--- config.mk ---
export PLATFORM = sky130hd
export DESIGN_NAME = tftp_windowed_receiver_core
export DESIGN_NICKNAME = d
export VERILOG_FILES = /design/src/tftprx_pkg.sv /design/src/tftprx_in_stage.sv /design/src/tftprx_engine.sv /design/src/tftp_windowed_receiver_core.sv
export SDC_FILE = /design/constraint.sdc
export NUM_CORES = 1
export LEC_CHECK = 0
export ABC_AREA = 1
export BUFFER_PORTS_ARGS = -buffer_cell sky130_fd_sc_hd__buf_2
export CAP_MARGIN = 20
export CORE_UTILIZATION = 55
export CTS_CLUSTER_DIAMETER = 40
export CTS_CLUSTER_SIZE = 24
export DETAILED_ROUTE_END_ITERATION = 10
export PLACE_DENSITY = 0.82
export REMOVE_ABC_BUFFERS = 1
export SYNTH_ARGS = -nofsm -noshare
export SYNTH_HDL_FRONTEND = slang
export SYNTH_SLANG_ARGS = --single-unit
--- constraint.sdc ---
create_clock -name clk_i -period 8.5 [get_ports clk_i]
set_clock_uncertainty 0.2 [all_clocks]
set_input_delay 2.55 -clock clk_i [delete_from_list [all_inputs] [get_ports clk_i]]
set_output_delay 2.55 -clock clk_i [all_outputs]
set_load 0.05 [all_outputs]
--- src/tftprx_pkg.sv ---
// Shared types and codes for the TFTP windowed read receiver.
// Depends on nothing; used by every module of the block.
package tftprx_pkg;

  // Event kinds of an input transaction.
  localparam logic [1:0] KIND_START  = 2'd0;
  localparam logic [1:0] KIND_TICK   = 2'd1;
  localparam logic [1:0] KIND_PACKET = 2'd2;

  // Packet opcodes that the receiver acts on.
  localparam logic [15:0] OP_DATA  = 16'd3;
  localparam logic [15:0] OP_ERROR = 16'd5;
  localparam logic [15:0] OP_OACK  = 16'd6;

  // What to send in reply.
  localparam logic [2:0] SK_NONE = 3'd0;
  localparam logic [2:0] SK_RRQ  = 3'd1;
  localparam logic [2:0] SK_ACK  = 3'd2;
  localparam logic [2:0] SK_TID  = 3'd3;
  localparam logic [2:0] SK_ILL  = 3'd4;

  // Transfer status.
  localparam logic [1:0] ST_RUN  = 2'd0;
  localparam logic [1:0] ST_DONE = 2'd1;
  localparam logic [1:0] ST_FAIL = 2'd2;

  // Header bytes ahead of the payload in a DATA packet.
  localparam logic [9:0] HDR_BYTES = 10'd4;

  // One input event.
  typedef struct packed {
    logic [1:0]  kind;
    logic [9:0]  pkt_len;
    logic [15:0] opcode;
    logic [15:0] block_num;
    logic        sender_matches;
    logic        oack_valid;
    logic [6:0]  oack_window;
  } item_t;

  // One result.
  typedef struct packed {
    logic [2:0]  send_kind;
    logic [15:0] ack_block;
    logic        write_payload;
    logic [1:0]  status;
  } result_t;

endpackage

--- src/tftprx_in_stage.sv ---
// Input register of the TFTP receiver: holds one event transaction.
// Depends on tftprx_pkg.
module tftprx_in_stage (
  input  logic                clk_i,
  input  logic                rst_ni,
  input  logic                in_valid_i,
  output logic                in_ready_o,
  input  tftprx_pkg::item_t   item_i,
  input  logic                take_i,
  output logic                valid_o,
  output tftprx_pkg::item_t   item_o
);
  import tftprx_pkg::*;

  logic  valid_q, valid_d;
  item_t item_q;

  // The register frees up in the same cycle that its item moves on.
  assign in_ready_o = !valid_q || take_i;

  always_comb begin
    valid_d = valid_q;
    if (take_i) begin
      valid_d = 1'b0;
    end
    if (in_valid_i && in_ready_o) begin
      valid_d = 1'b1;
    end
  end

  // Valid flag with reset.
  always_ff @(posedge clk_i or negedge rst_ni) begin
    if (!rst_ni) begin
      valid_q <= 1'b0;
    end else begin
      valid_q <= valid_d;
    end
  end

  // Payload needs no reset.
  always_ff @(posedge clk_i) begin
    if (in_valid_i && in_ready_o) begin
      item_q <= item_i;
    end
  end

  assign valid_o = valid_q;
  assign item_o  = item_q;

endmodule

--- src/tftprx_engine.sv ---
// Protocol engine of the TFTP receiver: transfer state and the combinational
// step that turns an event into a result. Depends on tftprx_pkg.
module tftprx_engine #(
  parameter int unsigned MAX_RETRIES = 5,
  parameter int unsigned BLOCK_BYTES = 512,
  parameter int unsigned MAX_WINDOW  = 64
) (
  input  logic                 clk_i,
  input  logic                 rst_ni,
  input  logic                 fire_i,
  input  tftprx_pkg::item_t    item_i,
  output tftprx_pkg::result_t  result_o
);
  import tftprx_pkg::*;

  localparam logic [3:0]  MaxRetriesW = 4'(MAX_RETRIES);
  localparam logic [16:0] BlockBytesW = 17'(BLOCK_BYTES);
  localparam logic [6:0]  MaxWindowW  = 7'(MAX_WINDOW);

  typedef enum logic [1:0] {
    PH_IDLE,
    PH_WAIT,
    PH_RECV
  } phase_e;

  phase_e      phase_q, phase_d;
  logic [15:0] exp_q, exp_d;
  logic [15:0] last_q, last_d;
  logic [6:0]  wcnt_q, wcnt_d;
  logic [3:0]  retry_q, retry_d;
  logic [6:0]  wlim_q, wlim_d;
  result_t     res;

  logic        len_ok;
  logic [9:0]  pay_len;
  logic        short_pay;
  logic [3:0]  retry_inc;
  logic [6:0]  wcnt_inc;
  logic [6:0]  win_clamp;

  // Small decodes shared by the step logic.
  assign len_ok    = item_i.pkt_len >= HDR_BYTES;
  assign pay_len   = item_i.pkt_len - HDR_BYTES;
  assign short_pay = {7'd0, pay_len} < BlockBytesW;
  assign retry_inc = retry_q + 4'd1;
  assign wcnt_inc  = wcnt_q + 7'd1;

  always_comb begin
    if (item_i.oack_window == 7'd0) begin
      win_clamp = 7'd1;
    end else if (item_i.oack_window > MaxWindowW) begin
      win_clamp = MaxWindowW;
    end else begin
      win_clamp = item_i.oack_window;
    end
  end

  // One event step: next state and result.
  always_comb begin
    phase_d = phase_q;
    exp_d   = exp_q;
    last_d  = last_q;
    wcnt_d  = wcnt_q;
    retry_d = retry_q;
    wlim_d  = wlim_q;
    res     = '{send_kind: SK_NONE, ack_block: 16'd0, write_payload: 1'b0, status: ST_RUN};

    unique case (item_i.kind)
      KIND_START: begin
        phase_d       = PH_WAIT;
        exp_d         = 16'd0;
        last_d        = 16'd0;
        wcnt_d        = 7'd0;
        retry_d       = 4'd0;
        wlim_d        = 7'd1;
        res.send_kind = SK_RRQ;
      end
      KIND_TICK: begin
        if (phase_q != PH_IDLE) begin
          if (retry_inc >= MaxRetriesW) begin
            phase_d    = PH_IDLE;
            wcnt_d     = 7'd0;
            retry_d    = 4'd0;
            res.status = ST_FAIL;
          end else if (phase_q == PH_WAIT) begin
            retry_d       = retry_inc;
            res.send_kind = SK_RRQ;
          end else begin
            retry_d       = retry_inc;
            res.send_kind = SK_ACK;
            res.ack_block = last_q;
          end
        end
      end
      KIND_PACKET: begin
        unique case (phase_q)
          PH_WAIT: begin
            // First answer from the server: OACK, DATA 1 or ERROR.
            if (len_ok) begin
              if (item_i.opcode == OP_ERROR) begin
                phase_d    = PH_IDLE;
                wcnt_d     = 7'd0;
                retry_d    = 4'd0;
                res.status = ST_FAIL;
              end else if (item_i.opcode == OP_OACK) begin
                if (!item_i.oack_valid) begin
                  phase_d       = PH_IDLE;
                  wcnt_d        = 7'd0;
                  retry_d       = 4'd0;
                  res.send_kind = SK_ILL;
                  res.status    = ST_FAIL;
                end else begin
                  wlim_d        = win_clamp;
                  exp_d         = 16'd1;
                  last_d        = 16'd0;
                  wcnt_d        = 7'd0;
                  retry_d       = 4'd0;
                  phase_d       = PH_RECV;
                  res.send_kind = SK_ACK;
                end
              end else if (item_i.opcode == OP_DATA && item_i.block_num == 16'd1) begin
                res.send_kind     = SK_ACK;
                res.ack_block     = 16'd1;
                res.write_payload = 1'b1;
                wcnt_d            = 7'd0;
                retry_d           = 4'd0;
                if (short_pay) begin
                  phase_d    = PH_IDLE;
                  res.status = ST_DONE;
                end else begin
                  exp_d   = 16'd2;
                  last_d  = 16'd1;
                  phase_d = PH_RECV;
                end
              end
            end
          end
          PH_RECV: begin
            // Any packet from anywhere proves the link is alive.
            retry_d = 4'd0;
            if (len_ok) begin
              if (!item_i.sender_matches) begin
                res.send_kind = SK_TID;
              end else if (item_i.opcode == OP_ERROR) begin
                phase_d    = PH_IDLE;
                wcnt_d     = 7'd0;
                res.status = ST_FAIL;
              end else if (item_i.opcode == OP_DATA) begin
                if (item_i.block_num == exp_q) begin
                  last_d            = item_i.block_num;
                  exp_d             = exp_q + 16'd1;
                  res.write_payload = 1'b1;
                  if (short_pay) begin
                    phase_d       = PH_IDLE;
                    wcnt_d        = 7'd0;
                    res.send_kind = SK_ACK;
                    res.ack_block = item_i.block_num;
                    res.status    = ST_DONE;
                  end else if (wcnt_inc >= wlim_q) begin
                    wcnt_d        = 7'd0;
                    res.send_kind = SK_ACK;
                    res.ack_block = item_i.block_num;
                  end else begin
                    wcnt_d = wcnt_inc;
                  end
                end else if (item_i.block_num == exp_q - 16'd1) begin
                  // Duplicate of the previous block: the ACK was lost.
                  res.send_kind = SK_ACK;
                  res.ack_block = last_q;
                end
              end
            end
          end
          default: begin
          end
        endcase
      end
      default: begin
      end
    endcase
  end

  // Transfer state, updated once per transaction.
  always_ff @(posedge clk_i or negedge rst_ni) begin
    if (!rst_ni) begin
      phase_q <= PH_IDLE;
      exp_q   <= 16'd0;
      last_q  <= 16'd0;
      wcnt_q  <= 7'd0;
      retry_q <= 4'd0;
      wlim_q  <= 7'd1;
    end else if (fire_i) begin
      phase_q <= phase_d;
      exp_q   <= exp_d;
      last_q  <= last_d;
      wcnt_q  <= wcnt_d;
      retry_q <= retry_d;
      wlim_q  <= wlim_d;
    end
  end

  assign result_o = res;

endmodule

--- src/tftp_windowed_receiver_core.sv ---
// TFTP windowed read receiver. One result transaction follows each event
// transaction; the block takes one event per clock cycle while the result side
// is not stalled, and a result is presented from the result register after its
// event has passed through the input register. The transfer-state registers in
// the engine are updated once per event. Depends on tftprx_pkg, tftprx_in_stage
// and tftprx_engine.
module tftp_windowed_receiver_core #(
  parameter int unsigned MAX_RETRIES = 5,
  parameter int unsigned BLOCK_BYTES = 512,
  parameter int unsigned MAX_WINDOW  = 64
) (
  input  logic        clk_i,
  input  logic        rst_ni,
  input  logic        in_valid_i,
  output logic        in_ready_o,
  input  logic [1:0]  kind_i,
  input  logic [9:0]  pkt_len_i,
  input  logic [15:0] opcode_i,
  input  logic [15:0] block_num_i,
  input  logic        sender_matches_i,
  input  logic        oack_valid_i,
  input  logic [6:0]  oack_window_i,
  output logic        out_valid_o,
  input  logic        out_ready_i,
  output logic [2:0]  send_kind_o,
  output logic [15:0] ack_block_o,
  output logic        write_payload_o,
  output logic [1:0]  status_o
);
  import tftprx_pkg::*;

  item_t   in_item;
  item_t   cur_item;
  logic    cur_valid;
  logic    fire;
  result_t step_res;
  result_t res_q;
  logic    out_valid_q, out_valid_d;

  assign in_item = '{
    kind:           kind_i,
    pkt_len:        pkt_len_i,
    opcode:         opcode_i,
    block_num:      block_num_i,
    sender_matches: sender_matches_i,
    oack_valid:     oack_valid_i,
    oack_window:    oack_window_i
  };

  // An event is processed when the result register is free or being drained.
  assign fire = cur_valid && (!out_valid_q || out_ready_i);

  tftprx_in_stage u_in_stage (
    .clk_i      (clk_i),
    .rst_ni     (rst_ni),
    .in_valid_i (in_valid_i),
    .in_ready_o (in_ready_o),
    .item_i     (in_item),
    .take_i     (fire),
    .valid_o    (cur_valid),
    .item_o     (cur_item)
  );

  tftprx_engine #(
    .MAX_RETRIES (MAX_RETRIES),
    .BLOCK_BYTES (BLOCK_BYTES),
    .MAX_WINDOW  (MAX_WINDOW)
  ) u_engine (
    .clk_i    (clk_i),
    .rst_ni   (rst_ni),
    .fire_i   (fire),
    .item_i   (cur_item),
    .result_o (step_res)
  );

  // Result register valid flag.
  always_comb begin
    out_valid_d = out_valid_q;
    if (out_ready_i) begin
      out_valid_d = 1'b0;
    end
    if (fire) begin
      out_valid_d = 1'b1;
    end
  end

  always_ff @(posedge clk_i or negedge rst_ni) begin
    if (!rst_ni) begin
      out_valid_q <= 1'b0;
    end else begin
      out_valid_q <= out_valid_d;
    end
  end

  // Result payload.
  always_ff @(posedge clk_i) begin
    if (fire) begin
      res_q <= step_res;
    end
  end

  assign out_valid_o     = out_valid_q;
  assign send_kind_o     = res_q.send_kind;
  assign ack_block_o     = res_q.ack_block;
  assign write_payload_o = res_q.write_payload;
  assign status_o        = res_q.status;

endmodule

=== After elaboration in Yosys (flattened, before gate mapping) ===
Index checks and enable logic that the tools add are counted.

* Reduce and logical (&&, ||, !) cells: 19
* $add $sub $neg: 5
* $lt $le $gt $ge: 5
* Multiplexer cells: 108
* Eq/ne operators: 32

{| class="wikitable"
|+ Operator list
! cell !! number
|-
| two-way mux 16 bit || 23
|-
| case mux 16 bit (2 select lines) || 5
|-
| two-way mux 7 bit || 20
|-
| two-way mux 19 bit || 4
|-
| two-way mux 22 bit || 3
|-
| two-way mux 18 bit || 3
|-
| case mux 22 bit (2 select lines) || 1
|-
| two-way mux 2 bit || 21
|-
| two-way mux 20 bit || 2
|-
| equality test 16 bit || 2
|-
| equality test 16 x 3 -> 1 bit, second input constant || 2
|-
| case mux 7 bit (2 select lines) || 2
|-
| two-way mux 4 bit || 6
|-
| two-way mux 21 bit || 1
|-
| case mux 7 bit (3 select lines) || 1
|-
| two-way mux 17 bit || 1
|-
| adder 16 x 1 -> 16 bit, second input constant || 1
|-
| equality test 16 x 1 -> 1 bit, second input constant || 1
|-
| equality test 16 x 2 -> 1 bit, second input constant || 1
|-
| subtractor 16 x 1 -> 16 bit, second input constant || 1
|-
| inequality test 3 x 2 -> 1 bit, second input constant || 5
|-
| AND reduction 13 bit || 1
|-
| two-way mux 3 bit || 4
|-
| inequality test 4 x 2 -> 1 bit, second input constant || 3
|-
| other kinds (32) || 55
|}

* Output and inout bits: 24
* Register bits after elaboration: 129

=== Longest topological paths before layout ===
* Depth after elaboration: 11
* Depth in mapped cells: 18
* Depth with buffers taken out: 18

=== Hierarchy ===
A second synthesis with hierarchy kept.

* Cell total of the unflattened synthesis: 827
* Area, all modules: 7,111.8 um2

{| class="wikitable"
|+ Modules (own cells, without submodules)
! module !! seq. area each (um2) !! times used !! area an instance (um2) !! cells each
|-
| tftprx_engine || 1,302.5 || 1 || 4,765.8 || 740
|-
| tftprx_in_stage || 1,616.6 || 1 || 1,636.6 || 59
|-
| tftp_windowed_receiver_core || 685.7 || 1 || 709.4 || 28
|}

=== Worst setup path after synthesis ===
OpenSTA, ideal clock, no wires.

* Path kind: in2out
* From: input port out_ready_i
* To: output port in_ready_o
* Stages on the path: 2
* Required time: 5,750 ps
* Path slack: 2,740 ps
* Arrival: 3,010 ps
* Cells stage by stage: inv_1 > nand3_1

* Longest elaborated chain between the ends: 3

{| class="wikitable"
|+ RTL lines
! what !! line !! RTL
|-
| start: declaration || tftp_windowed_receiver_core.sv:24 || <nowiki>input logic out_ready_i,</nowiki>
|-
| logical OR 1 bit || tftp_windowed_receiver_core.sv:51 || <nowiki>assign fire = cur_valid && (!out_valid_q || out_ready_i);</nowiki>
|-
| logical AND 1 bit || tftp_windowed_receiver_core.sv:51 ||
|-
| logical OR 1 bit || tftprx_in_stage.sv:19 || <nowiki>assign in_ready_o = !valid_q || take_i;</nowiki>
|-
| end: declaration || tftp_windowed_receiver_core.sv:15 || <nowiki>output logic in_ready_o,</nowiki>
|}

No other way between the ends.

=== Worst setup path after layout ===
Same ends and word-level chain as after synthesis.

==> results by stage <==
Min path:
- For hold timing, the worst endpoint is u_engine.wlim_q[1]$_DFFE_PN0P_.
- The class of the tightest hold or removal check is flop to flop.
- The startpoint identified for the worst hold timing path is u_engine.wlim_q[1]$_DFFE_PN0P_.
- The worst hold path was traced through 2 stages.

Worst setup path:
- For the worst flop-to-flop path, the logic depth is 12.
- The startpoint of the worst register-to-register path is u_engine.wcnt_q[0]$_DFFE_PN0P_.
- The worst setup path is captured at an output pin.
- STA puts the critical path data required time at 5.75 ns.
- Counting both buffers and inverters, the worst setup path holds a total of 3.
- Among all stages on the critical path, the largest delay is contributed by sky130_fd_sc_hd__buf_2.
- The top fanout value on the critical path is 3.
- The worst setup path startpoint is out_ready_i.
- The reg-to-reg critical path endpoint is u_engine.wcnt_q[0]$_DFFE_PN0P_.
- The sort of element at the start of the critical path is an input port.
- The setup slack of the worst register-to-register path is 5.20 ns.
- In this design, the stage delay of the slowest critical-path cell is 0.27 ns.
- The critical path is of the input port to output pin type.
- The most repeated library cell on the critical path is sky130_fd_sc_hd__buf_2.
- Walking the worst path, the cells encountered are buf_2 -> inv_1 -> nand3_1 -> buf_2.
- In this design, the largest share of critical-path delay is due to buffers and inverters.
- STA puts the critical path data arrival time at 3.03 ns.

Route:
- After detailed routing, the total wire length is 15000 um.
- The post-route antenna net violation count is 0.
- The routed via count is 5704.
- The number of DRC markers after the initial detailed-route iteration is 556.
- After detailed routing, the average wire length per cell comes to 13.9 um.
- The number of iterations in the first detailed-routing pass is 5.
- The via density per instance is 5.29.
- The DRC violation count after routing is 0.

GRT:
- The initial antenna violation count is 0.
- The overflow left after global routing is 0.
- met2 is the most crowded layer.
- The number of global-route vias before repair is 5360.
- The combined global-route utilization of all metal layers is 24.5%.
- Entering global routing, the biggest net connects 65 pins.
- For this run, global-route usage on met2 was measured as 40.0%.
- In the global route stage, met1 resource usage came out at 32.5%.
- The first-pass GRT wire length is 25200 um.
- The global routing usage on met3 is 4.86%.

Yosys:
- In this run, synthesis inferred 73 flip-flops with an integrated enable.
- Summing the areas of all fa, ha and maj instances in the mapped netlist gives 3.68% of the synthesized area.
- The largest family of logic cells by synthesized area is simple AND/OR/NAND/NOR gates.
- The most used flip-flop cell after synthesis is sky130_fd_sc_hd__edfxtp_1.
- Yosys attributes the largest share of cell area to sky130_fd_sc_hd__edfxtp_1 (31%), sky130_fd_sc_hd__dfrtp_1 (19%), sky130_fd_sc_hd__nand2_1 (12%).
- The synthesized netlist devotes 3.56% of its cell area to XOR and XNOR gates.
- The area fraction in compound gates after synthesis is 7.59%.
- In this run the mean area of a mapped cell was 8.72 um2.
- The share of the yosys chip area belonging to registers is 49.7%.
- The area share of the largest cell type after synthesis is 30.7%.
- After synthesis the netlist holds a flip-flop and latch count of 127.
- The post-synthesis cell type with the largest combined area is sky130_fd_sc_hd__edfxtp_1.
- The number of cells produced by synthesis is 818.
- The multiplexer share of the synthesized area is 0%.
- For this run, the number of Yosys warnings is 0.
- The basic-gate share of the synthesized area counting and, or, nand and nor cells is 28.6%.
- In the synthesized netlist the async set-or-reset flop fraction comes to 42.5%.
- The synthesized netlist contains 46 unique library cells.
- The synthesized area is 7140 um2.

Timing:
- The fmax is 173 MHz.
- After routing, the total negative slack on setup checks comes to 0 ns.
- Setup violations remaining at the end of the flow were counted as 0.
- The post-layout worst setup margin is 2.72 ns.
- Setup repair after global routing left no endpoint under its margin.
- The ratio of final minimum period to clock period is 68.0%.
- The final count of hold timing violations is 0.
- The worst-margin pin slew is 0.839 ns.
- Headroom to the max-slew limit came out at 43.6%.
- The smallest clock period supported by the final layout is computed as 5.78 ns.
- The number of slew-limit violations in the final report is 0.

CTS:
- The clock net sink count is 127.
- The source-to-sink clock delay at the later pin of the worst-skew pair is 0.42 ns.
- The post-cts gate resize count is 0.
- The total of hold buffers inserted after clock tree synthesis is 0.
- The setup fix buffers added after clock tree synthesis is 0.
- The depth of the CTS H-tree is 4.
- The tree is rooted in a sky130_fd_sc_hd__clkbuf_16.
- TritonCTS built the clock tree.
- The number of buffers created by CTS is 17.
- The buffer depth of the longest clock path is 2.
- The post-CTS clock slew at the launch and capture registers of the worst setup and hold paths is 0.06 ns.

Floorplan:
- The floorplan die area is 13400 um2.
- The core region is 12600 um2.
- The standard-cell row count is 41.
- The floorplan die height is 116 um.
- The I/O pin count is 81.
- The floorplan step set the die width to 116 um.
- The initial standard-cell utilization of the core is 56.5%.

Finish:
- The final layout net count is 971.
- The diode insertion count for antenna repair is 0.
- Compared with the post-synthesis result, the final layout area differs by 15.2%.
- The share of the core filled with cells in the final layout is 65.2%.
- The fraction of layout instances using a drive strength above 1 is 19.9%.

Placed design:
- The congestion estimate from routability-driven global placement came to 0.946.
- The HPWL after detailed placement is 10500 um.
- Prior to clock tree synthesis, the placed netlist has a worst setup slack of 2.73 ns.
- The number of buffer cells added on primary ports is 78.

Power and ir drop:
- For this design the static power due to leakage is 3.63 nW.
- In this run the power density over the cells is 240 nW/um2.
- The maximum resistive drop on vdd is 0.000145 V.

Run:
- The count of maximum capacitance violations is 0.

Run status:
- The run finished with clean final reports.
-- layer usage --
layer	vias to the layer above	share of wire (%)
met4	0	1.4
met2	202	48
met3	22	6.3
met5	-	0
li1	2858	-
met1	2622	45
-- logic make-up after synthesis --
family / after synthesis
DFF: 127
adders and majority gates: 21
xor gates and xnor gates: 29
and+or+nand+nor: 437
buffers and inverters: 110
AOI/OAI and AO/OA: 94
-- cell type report --
class	count	area (um2)
fillers	1028	4400
flip-flops and latches	127	3540
multi-input cells	581	3100
repair buffers	82	433
clock buffers	17	425
inverters	84	315
well taps	172	215
clock inverters	15	193
-- layout by cell type, fill, tap and decap left out, types with 5 or more instances in the layout --
cell type                     n
sky130_fd_sc_hd__nand3_1     50
sky130_fd_sc_hd__edfxtp_1    73
sky130_fd_sc_hd__dfrtp_1     53
sky130_fd_sc_hd__o21ai_0     23
sky130_fd_sc_hd__nor2_4       5
sky130_fd_sc_hd__nand4_1     22
sky130_fd_sc_hd__ha_1        21
sky130_fd_sc_hd__nor2_2      11
sky130_fd_sc_hd__inv_2        9
sky130_fd_sc_hd__xnor2_1     10
sky130_fd_sc_hd__a21oi_2     11
sky130_fd_sc_hd__nand2_1    222
sky130_fd_sc_hd__xor2_1      19
sky130_fd_sc_hd__nor3_1      10
sky130_fd_sc_hd__a21oi_1     16
sky130_fd_sc_hd__nor4_1      10
sky130_fd_sc_hd__nor2_1      70
sky130_fd_sc_hd__o21ai_1     37
sky130_fd_sc_hd__nand2_2     15
sky130_fd_sc_hd__buf_2       78
sky130_fd_sc_hd__clkbuf_16   17
sky130_fd_sc_hd__inv_1       74
-- tightest hold or removal path: cells and delay by family (launching register included) --
kind / cells / cell delay, ns
flip-flops: 1 / 0.34
AND/OR/NAND/NOR: 1 / 0.05
AO/OA/AOI/OAI: 1 / 0.05
-- state kept, by name (all words and copies together) (netlist names) --
register,count
send_kind_o,3
u_engine.phase_q,2
u_engine.exp_q,16
write_payload_o,1
status_o,2
out_valid_o,1
ack_block_o,16
u_engine.retry_q,4
u_engine.wcnt_q,7
u_engine.last_q,16
u_in_stage.valid_o,1
u_in_stage.item_o,51
u_engine.wlim_q,7
-- cells in the mapped netlist, types with 11 or more instances --
master / count
sky130_fd_sc_hd__a21oi_1: 16
sky130_fd_sc_hd__a21oi_2: 11
sky130_fd_sc_hd__buf_2: 12
sky130_fd_sc_hd__dfrtp_1: 53
sky130_fd_sc_hd__edfxtp_1: 73
sky130_fd_sc_hd__ha_1: 21
sky130_fd_sc_hd__inv_1: 75
sky130_fd_sc_hd__nand2_1: 222
sky130_fd_sc_hd__nand2_2: 15
sky130_fd_sc_hd__nand3_1: 50
sky130_fd_sc_hd__nand4_1: 22
sky130_fd_sc_hd__nor2_1: 70
sky130_fd_sc_hd__nor2_2: 11
sky130_fd_sc_hd__o21ai_0: 23
sky130_fd_sc_hd__o21ai_1: 37
sky130_fd_sc_hd__xor2_1: 19
-- report_power, final --
part	switching (mW)	internal (mW)
Sequential	0.0421	0.718
Clock	0.267	0.489
Combinational	0.314	0.142
Total	0.624	1.35
-- worst max path at each step --
stage	endpoint	slack, ns	cells past startpoint
CTS	in_ready_o	2.72	4
floorplan	in_ready_o	2.74	2
detailed placement	in_ready_o	2.73	4
global placement	in_ready_o	2.72	4
finish	in_ready_o	2.72	4
global route	in_ready_o	2.66	4
-- per-stage QoR --
| stage | hold slack [ns] | power, mW | area, um2 | instances |
|---|---|---|---|---|
| finish | 0.281 | 1.97 | 8220 | 1078 |
| global route | 0.312 | 2.07 | 8220 | 1078 |
| CTS | 0.288 | 1.98 | 8200 | 1077 |
| detailed placement | 0.273 | 1.22 | 7580 | 1045 |
| global placement | 0.268 | 1.21 | 7580 | 1045 |
| floorplan | 0.252 | 1.10 | 6960 | 792 |
Power figures use the tool's default switching activity.
